<file path="config.mk">
export PLATFORM = sky130hd
export DESIGN_NAME = skt_ctrl
export DESIGN_NICKNAME = d
export VERILOG_FILES = /design/src/design/skt_pkg.sv /design/src/design/skt_ctrl.sv
export SDC_FILE = /design/constraint.sdc
export NUM_CORES = 1
export LEC_CHECK = 0
export ABC_AREA = 1
export BUFFER_PORTS_ARGS = -buffer_cell sky130_fd_sc_hd__buf_2
export CAP_MARGIN = 5
export CORE_MARGIN = 5
export CORE_UTILIZATION = 36
export DETAILED_ROUTE_END_ITERATION = 8
export SLEW_MARGIN = 10
export SYNTH_ARGS = -nofsm -noshare
export SYNTH_HDL_FRONTEND = slang
export SYNTH_SLANG_ARGS = --single-unit
export TNS_END_PERCENT = 10
</file>
<file path="constraint.sdc">
create_clock -name clk -period 1.8 [get_ports clk]
set_clock_uncertainty 0.2 [all_clocks]
set_input_delay 0.36 -clock clk [delete_from_list [all_inputs] [get_ports clk]]
set_output_delay 0.36 -clock clk [all_outputs]
set_load 0.05 [all_outputs]
</file>
<file path="src/design/skt_pkg.sv">
`timescale 1ns / 1ps

package skt_pkg;

    localparam int TABLE_DEPTH_DEF = 256;
    localparam int KEY_W           = 32;
    localparam int STATUS_W        = 3;

    localparam logic REQ_INSERT = 1'b0;

    typedef enum logic [STATUS_W-1:0] {
        ST_INSERTED = 3'd0,
        ST_PRESENT  = 3'd1,
        ST_REMOVED  = 3'd2,
        ST_ABSENT   = 3'd3,
        ST_FULL     = 3'd4
    } skt_status_t;

    // Commands from the sequencer to the datapath.
    typedef struct packed {
        logic start;
        logic probe;
        logic compare;
        logic decide;
        logic shift_step;
        logic place;
        logic load_out;
    } skt_cmd_t;

    // Status from the datapath back to the sequencer.
    typedef struct packed {
        logic search_open;
        logic need_update;
        logic is_insert;
        logic shift_done;
        logic out_free;
    } skt_sts_t;

endpackage

</file>
<file path="src/design/skt_ctrl.sv">
`timescale 1ns / 1ps

module skt_ctrl (
    input  logic              clk,
    input  logic              rst_n,
    input  logic              in_valid,
    output logic              in_stall,
    input  skt_pkg::skt_sts_t sts,
    output skt_pkg::skt_cmd_t cmd
);

    import skt_pkg::*;

    typedef enum logic [6:0] {
        S_IDLE    = 7'b0000001,
        S_PROBE   = 7'b0000010,
        S_COMPARE = 7'b0000100,
        S_DECIDE  = 7'b0001000,
        S_SHIFT   = 7'b0010000,
        S_PLACE   = 7'b0100000,
        S_DONE    = 7'b1000000
    } state_t;

    state_t state_reg;
    state_t state_next;

    always_ff @(posedge clk or negedge rst_n)
    begin
        if (!rst_n)
        begin
            state_reg <= S_IDLE;
        end
        else
        begin
            state_reg <= state_next;
        end
    end

    always_comb
    begin
        state_next = state_reg;
        cmd        = '0;
        case (state_reg)
            S_IDLE:
            begin
                if (in_valid)
                begin
                    cmd.start  = 1'b1;
                    state_next = S_PROBE;
                end
            end
            S_PROBE:
            begin
                if (sts.search_open)
                begin
                    cmd.probe  = 1'b1;
                    state_next = S_COMPARE;
                end
                else
                begin
                    state_next = S_DECIDE;
                end
            end
            S_COMPARE:
            begin
                cmd.compare = 1'b1;
                state_next  = S_PROBE;
            end
            S_DECIDE:
            begin
                cmd.decide = 1'b1;
                state_next = sts.need_update ? S_SHIFT : S_DONE;
            end
            S_SHIFT:
            begin
                if (sts.shift_done)
                begin
                    state_next = sts.is_insert ? S_PLACE : S_DONE;
                end
                else
                begin
                    cmd.shift_step = 1'b1;
                end
            end
            S_PLACE:
            begin
                cmd.place  = 1'b1;
                state_next = S_DONE;
            end
            S_DONE:
            begin
                if (sts.out_free)
                begin
                    cmd.load_out = 1'b1;
                    state_next   = S_IDLE;
                end
            end
            default:
            begin
                state_next = S_IDLE;
            end
        endcase
    end

    assign in_stall = (state_reg != S_IDLE);

endmodule

</file>
# After elaboration in Yosys (flattened, before gate mapping)
# Index checks and enable logic that the tools add are counted.
# classes
bitwise_logic	0
n_reduce_logical	1
n_shift	0
n_eq_ne	11
n_div	0
order_cmp	0
n_addsub	0
multipliers	0
muxes	18
# ops
op	count
7-bit one-hot mux with 7 select lines	1
7-bit two-way mux	5
1-bit two-way mux	11
7-bit by 1-bit == test with 1-bit output, second input constant	1
7-bit by 2-bit == test with 1-bit output, second input constant	1
7-bit by 3-bit == test with 1-bit output, second input constant	1
7-bit by 4-bit == test with 1-bit output, second input constant	1
7-bit by 5-bit == test with 1-bit output, second input constant	1
7-bit by 6-bit == test with 1-bit output, second input constant	1
7-bit == test, second input constant	1
7-bit by 1-bit != test with 1-bit output, second input constant	1
2-bit != test, second input constant	3
4-bit two-way mux	1
3-bit AND reduction	1
# totals
regBits	7
memories	0
inputBits	8
ram_bits	0
word_cells	31
output_inout_bits	8
latchBits	0
romBits	0

# Longest topological paths before layout
# Gate-level depths: netlist of the first run.
# depth
ltp_word	3
ltp_mapped	8
mapped_depth_nobuf	8

# Least setup slack after synthesis of the first run
# No wires, ideal clock.
# synth_timing
path_kind	register -> output
from	register state_reg[0]
to	output cmd[6] (netlist bit)
arrival_ps	1836
setup_slack_ps	-596
path_buffers	0
required_time_ps	1240
stages_incl_launch_ff	5
cell_sequence	dfstp_2 -> nand2_1 -> nor2_2 -> nand2_1 -> nor2_1
# synth_rtl
element	line_no	source
start: declaration	skt_ctrl.sv:24	state_t state_reg;
start signal: assignment	skt_ctrl.sv:35	state_reg <= state_next;
end: declaration	skt_ctrl.sv:9	output skt_pkg::skt_cmd_t cmd

==> results of run 1 <==
[area by class of cell]
cell class / instances / share of cell area [%]
Multi-Input combinational cell: 51 / 40.56
Timing Repair Buffer: 23 / 24.15
Sequential cell: 7 / 21.83
Inverter: 17 / 7.895
Clock buffer: 4 / 3.251
Tap cell: 15 / 2.322
[logic make-up after synthesis]
family,count (synthesis),synth area share (%)
DFF,7,34.06
and+or+nand+nor,49,51.20
AOI/OAI and AO/OA,2,2.415
buffers and inverters,17,12.32
[per-layer routing]
| metal | vias to the layer above | track usage [%] |
|---|---|---|
| met5 | - | 0 |
| met4 | 0 | 9.677 |
| met3 | 8 | 3.008 |
| met2 | 23 | 22.96 |
| met1 | 236 | 15.44 |
| li1 | 277 | - |
[where the power goes]
part           switching [W]  internal (W)  total (W)
logic               0.000397      0.000252   0.000648
registers          0.0000470      0.000201   0.000248
clock network      0.0000625     0.0000849   0.000147
[through the flow]
step	area, um2	util [%]	TNS (ns)
3_5_place_dp	656.9	49.25	0
3_3_place_gp	656.9	49.25	0
2_1_floorplan	533.0	-	-0.09999
5_1_grt	808.3	60.60	-1.031
6_report	808.3	60.60	-0.5205
4_1_cts	804.5	60.32	-0.4857
[worst max-delay path, cell delays in order (launching register included)]
cell     delay [ns]
dfrtp_1        0.41
inv_2          0.08
nor2_2         0.12
nand2_2        0.08
nor2_4         0.12
inv_2          0.05
nor2_2         0.09
buf_6          0.16
[what timing repair did]
item | in CTS | in global routing
gates resized for setup | 31 | 1
setup endpoints to repair | 8 | 8
pin swaps | 13 | 2
setup buffers | 3 | 0
hold buffers | 1 | 0
endpoints found under the hold margin | 7 | 0
[Yosys cell counts]
library cell | instances | area share (%)
nand2_1 | 15 | 11
o21bai_1 | 1 | 1.4
nor3_1 | 1 | 0.97
nor2_2 | 4 | 4.8
dfrtp_1 | 6 | 29
a21oi_1 | 1 | 0.97
inv_2 | 2 | 1.4
nand2_2 | 1 | 1.2
dfstp_2 | 1 | 5.1
nor2_1 | 16 | 12
inv_1 | 15 | 11
nand3_2 | 3 | 5.8
nand2_4 | 2 | 4.3
nand3_1 | 3 | 2.9
nor2_4 | 4 | 8.7
[worst min-delay path by stage]
| stage | end | slack (ns) | cells past startpoint | start |
|---|---|---|---|---|
| after floorplan | state_reg[1] | -0.14 | 0 | rst_n |
| after global placement | state_reg[3] | -0.0009 | 1 | rst_n |
| after detailed placement | state_reg[2] | -0.000009 | 1 | rst_n |
| after CTS | state_reg[3] | 0.07 | 2 | sts[4] |
| after global routing | state_reg[3] | 0.09 | 2 | sts[4] |
| final | state_reg[3] | 0.07 | 2 | sts[4] |
==> metrics.sh, run 1 <==
STATUS='finished with violations'
VIOLATIONS='negative setup slack'
WORST-SLEW-PIN-TRANSITION_NS=0.2018
GRT_ANTENNA_BEFORE_REPAIR=0
CLK_PATH_BUF_DEPTH=2
FILLERS=127
IOPINCOUNT=16
REPORT.FINAL.HOLD_VIOL_COUNT=0
SLEW_HEADROOM_PCT=86.47
CTS_TREE='yes'
BUFFER_PORTS.INSERTED=15
MAXCAPVIOLATIONS=0
ALL_LAYER_GLOBAL_ROUTING_USAGE_PCT=13.81
SYN-MEAN-INSTANCE-AREA_UM2=6.907
YS_TYPES=15
MET3_WIRELENGTH_UM=92
POST_ROUTE_CELLS_DRIVE_ABOVE_1_SHARE_PCT=54.90
HOLD_SLACK_NS=0.07490
VIASPERCELL=4.650
FMAXACHIEVABLE_GHz=0.5217
MULTI_INPUT_COMB_AREA_UM2=327.8
CLOCK_SINKS=7
FINAL_MAX_SLEW_VIOL_COUNT=0
POST-ROUTE-WORST-SETUP-SLACK_NS=-0.1167
ARRIVAL_TIME_OF_THE_WORST_SETUP_PATH_NS=1.36
POST-DP-HPWL_UM=903.9
DR_TOP_LAYER='met4'
POSTROUTEWIRELENGTH_UM=1234
ROUTABILITY_DRIVEN_PLACEMENT_CONGESTION_RATIO=0.7870
GRT_PASS1_VIAS=507
SYN_INST=75
GRT_SETUP_UNREPAIRED='yes'
SYN-CELL-AREA_UM2=518.0
WORST_MIN_PATH_CLASS='primary input to flop'
CRITICAL_PATH.STARTPOINT_TYPE='flop'
ROUTE.VIAS.TOTAL=544
FINAL_COMMON_CELL='nand2_1'
PLACE_WS_NS=0.02350
DETAIL-ROUTE-ANTENNA-NETS=0
SETUP.WORST_PATH.END_CLASS='primary output'
DR.PASS1.ITERS=4
SYNTH.YOSYS.SEQ_AREA_SHARE_PCT=34.06
SETUP-VIOLATIONS-FINAL=7
GRT_PASS1_WL_UM=2097
GLOBALROUTE.TOTALOVERFLOW=0
CP-STARTPOINT='state_reg[1]'
FIN_TOTAL_PWR_W=0.001044
REMAINING_DRC_ERRORS=0
DP.CELLS=109
CLK_PIN_SLEW_NS=0.05
CTS_HTREE_LEVELS=1
ANTENNA_CELLS_INSERTED=0
INITIAL_UTILIZATION_PCT=38.84
FINAL_MIN_PERIOD_OVER_CLOCK_PERIOD_PCT=106.5
CLOCK-ROOT-BUFFER='clkbuf_4'
ROUTED-WL-MET2_UM=602
AREAGROWTHSYNTHTOFINISH_PCT=56.04
TIMING.RR.END='state_reg[6]'
CORE_AREA_UM2=1334
YS.WARNINGS.COUNT=0
FINAL-SEQ-AREA_UM2=176.4
DRT_ITER0_DRC=10
WORSTPATHREQUIRED_NS=1.24
WORST-SETUP-PATH-TYPE='flop to primary output'
NNETSFINAL=111
FINAL.MIN_CLOCK_PERIOD_NS=1.917
CP-ENDPOINT='cmd[5]'
VDD_DROP_MAX_uV=660.6
SYNTH.NET_COUNT=83
POWER_DENSITY_nW_PER_UM2=1292
DIE_W_UM=47.93
WORST-R2R-SETUP-SLACK_NS=0.17
POST_DRT_WL_PER_CELL_UM=10.55
CLOCK_LATENCY_NS=0.26
NON_FILLER_CELLS_FINAL=117
MET1_LENGTH_UM=498
CRITPATHMAXFANOUT=3
TRITONCTS.NUM_BUFFERS=3
GRT_MAX_DEGREE=8
TOP_LIBRARY_CELLS_BY_USAGE_IN_THE_LAYOUT_FILL_AND_TAPS_ASIDE='nand2_1 (12), nor2_1 (11), inv_1 (10)'
FLOORPLAN.DIE_AREA_UM2=2297
YS_FF_LATCH=7
NUM_ROWS=13
MAX_FFS_PER_REGISTER=7
R2R_START='state_reg[0]'
LEAKAGEPOWER_nW=0.4315
REG2REGPATHDEPTH=9
DIE-HEIGHT_UM=47.93
Power figures use the tool's default switching activity.
==> inputs of run 2 (changes only) <==
Settings changed: RECOVER_POWER from default to 100.
==> metrics.sh, run 2 (same netlist as run 1, synthesis figures left out) <==
STATUS='finished with violations'
VIOLATIONS='negative setup slack'
ROUTE.VIAS.TOTAL=539
CP-STARTPOINT='state_reg[1]'
CLOCK_LATENCY_NS=0.25
DR.PASS1.ITERS=4
GRT_ANTENNA_BEFORE_REPAIR=0
PLACE_WS_NS=0.02350
POST_ROUTE_CELLS_DRIVE_ABOVE_1_SHARE_PCT=52.94
PLACEDINSTANCEAREA_UM2=656.9
POST_DRT_WL_PER_CELL_UM=10.27
GRT_PASS1_WL_UM=2097
TRITONCTS.NUM_BUFFERS=3
CTS_TREE='yes'
FMAXACHIEVABLE_GHz=0.5231
CTS_HTREE_LEVELS=1
GRT_MAX_DEGREE=8
FINAL-SEQ-AREA_UM2=176.4
ANTENNA_CELLS_INSERTED=0
CLOCK-ROOT-BUFFER='clkbuf_4'
CRITPATHMAXFANOUT=3
SETUP-VIOLATIONS-FINAL=7
ROUTABILITY_DRIVEN_PLACEMENT_CONGESTION_RATIO=0.7870
MAX_FFS_PER_REGISTER=7
FINAL_COMMON_CELL='nand2_1'
AREAGROWTHSYNTHTOFINISH_PCT=54.83
NUM_ROWS=13
ARRIVAL_TIME_OF_THE_WORST_SETUP_PATH_NS=1.35
FINAL.MIN_CLOCK_PERIOD_NS=1.912
CLK_PATH_BUF_DEPTH=2
FINISH.INSTANCE_AREA_UM2=802.0
DRT_ITER0_DRC=9
GLOBALROUTE.TOTALOVERFLOW=0
FLOORPLAN.DIE_AREA_UM2=2297
IOPINCOUNT=16
DIE_W_UM=47.93
ALL_LAYER_GLOBAL_ROUTING_USAGE_PCT=13.81
POSTROUTEWIRELENGTH_UM=1202
TOP_LIBRARY_CELLS_BY_USAGE_IN_THE_LAYOUT_FILL_AND_TAPS_ASIDE='nand2_1 (12), nor2_1 (11), inv_1 (10)'
REMAINING_DRC_ERRORS=0
WORST-SLEW-PIN-TRANSITION_NS=0.3765
VIASPERCELL=4.607
WORST_MIN_PATH_CLASS='primary input to flop'
CRITICAL_PATH.STARTPOINT_TYPE='flop'
MAXCAPVIOLATIONS=0
WORST-SETUP-PATH-TYPE='flop to primary output'
DIE-HEIGHT_UM=47.93
INITIAL_UTILIZATION_PCT=38.84
POWER_DENSITY_nW_PER_UM2=1293
WORSTPATHREQUIRED_NS=1.24
TIMING.HOLD.WORST.START='sts[4]'
SETUP.WORST_PATH.END_CLASS='primary output'
VDD_DROP_MAX_uV=675.6
BUFFER_PORTS.INSERTED=15
FILLERS=128
MULTI_INPUT_COMB_AREA_UM2=322.8
CLOCK_SINKS=7
NNETSFINAL=111
LEAKAGEPOWER_nW=0.4228
GRT_SETUP_UNREPAIRED='yes'
FINAL_MIN_PERIOD_OVER_CLOCK_PERIOD_PCT=106.2
SLEW_HEADROOM_PCT=74.90
REPORT.FINAL.HOLD_VIOL_COUNT=0
R2R_START='state_reg[0]'
GRT_PASS1_VIAS=507
CLK_PIN_SLEW_NS=0.05
CORE_AREA_UM2=1334
FINAL_MAX_SLEW_VIOL_COUNT=0
DETAIL-ROUTE-ANTENNA-NETS=0
FINAL.SETUP.TNS_NS=-0.4779
POST-ROUTE-WORST-SETUP-SLACK_NS=-0.1115
POST-DP-HPWL_UM=903.9
## run 2: cell count changes in the layout (fill, tap and decap cells not counted)
cell      before  now
buf_2          7    6
nand3_1        3    4
nand3_2        3    2
clkbuf_1       1    2
## run 2: final timing paths
check / slack [ns] / to / cells after the start
worst max-delay path: -0.11 / cmd[5] / 7
worst min-delay path: 0.08 / state_reg[3] / 2
worst max register to register: 0.12 / state_reg[6] / 9
worst min register to register: 0.45 / state_reg[6] / 3
max in group asynchronous: 0.76 / state_reg[0] / 2
min in group asynchronous: 0.33 / state_reg[4] / 2
## run 2: routing by layer
layer / routed length (um) / global-route usage [%] / vias to the layer above / share of wire [%]
met5: 0 / 0 / - / 0
met4: 40 / 9.677 / 0 / 3.3
met3: 89 / 3.008 / 6 / 7.4
met2: 584 / 22.96 / 21 / 49
met1: 488 / 15.44 / 235 / 41
li1: - / - / 277 / -
## run 2: repair_timing
action	in CTS	in global routing
pin swaps	13	2
hold endpoints to repair	7	0
setup buffers	3	0
hold buffers	1	0
setup endpoints to repair	8	8
gates resized for setup	31	1
## run 2: per-stage QoR
stage	cells	utilization [%]	hold WS, ns	total power [W]
2_1_floorplan	75	-	-0.1356	0.0006422
3_3_place_gp	109	49.25	-0.0009408	0.0007617
6_report	117	60.13	0.07823	0.001037
3_5_place_dp	109	49.25	-0.000009270	0.0007703
5_1_grt	117	60.13	0.08585	0.001112
4_1_cts	117	60.32	0.07052	0.001034
## run 2: worst max-delay path, stage by stage, from the launching register on
cell	delay, ns
dfrtp_1	0.40
inv_2	0.08
nor2_2	0.12
nand2_2	0.08
nor2_4	0.12
inv_2	0.05
nor2_2	0.09
buf_6	0.16
## run 2: power breakdown
part | internal [W] | total [W] | switching (W)
sequential | 0.000201 | 0.000248 | 0.0000471
clock | 0.0000847 | 0.000145 | 0.0000601
combinational | 0.000250 | 0.000644 | 0.000394
total | 0.000536 | 0.00104 | 0.000501
## run 2: layout make-up
type | count | area share, %
tap | 15 | 2.340
clock buffer | 4 | 3.276
inverter | 17 | 7.956
timing repair buffer | 23 | 24.18
multi-input combinational | 51 | 40.25
sequential | 7 | 22.00
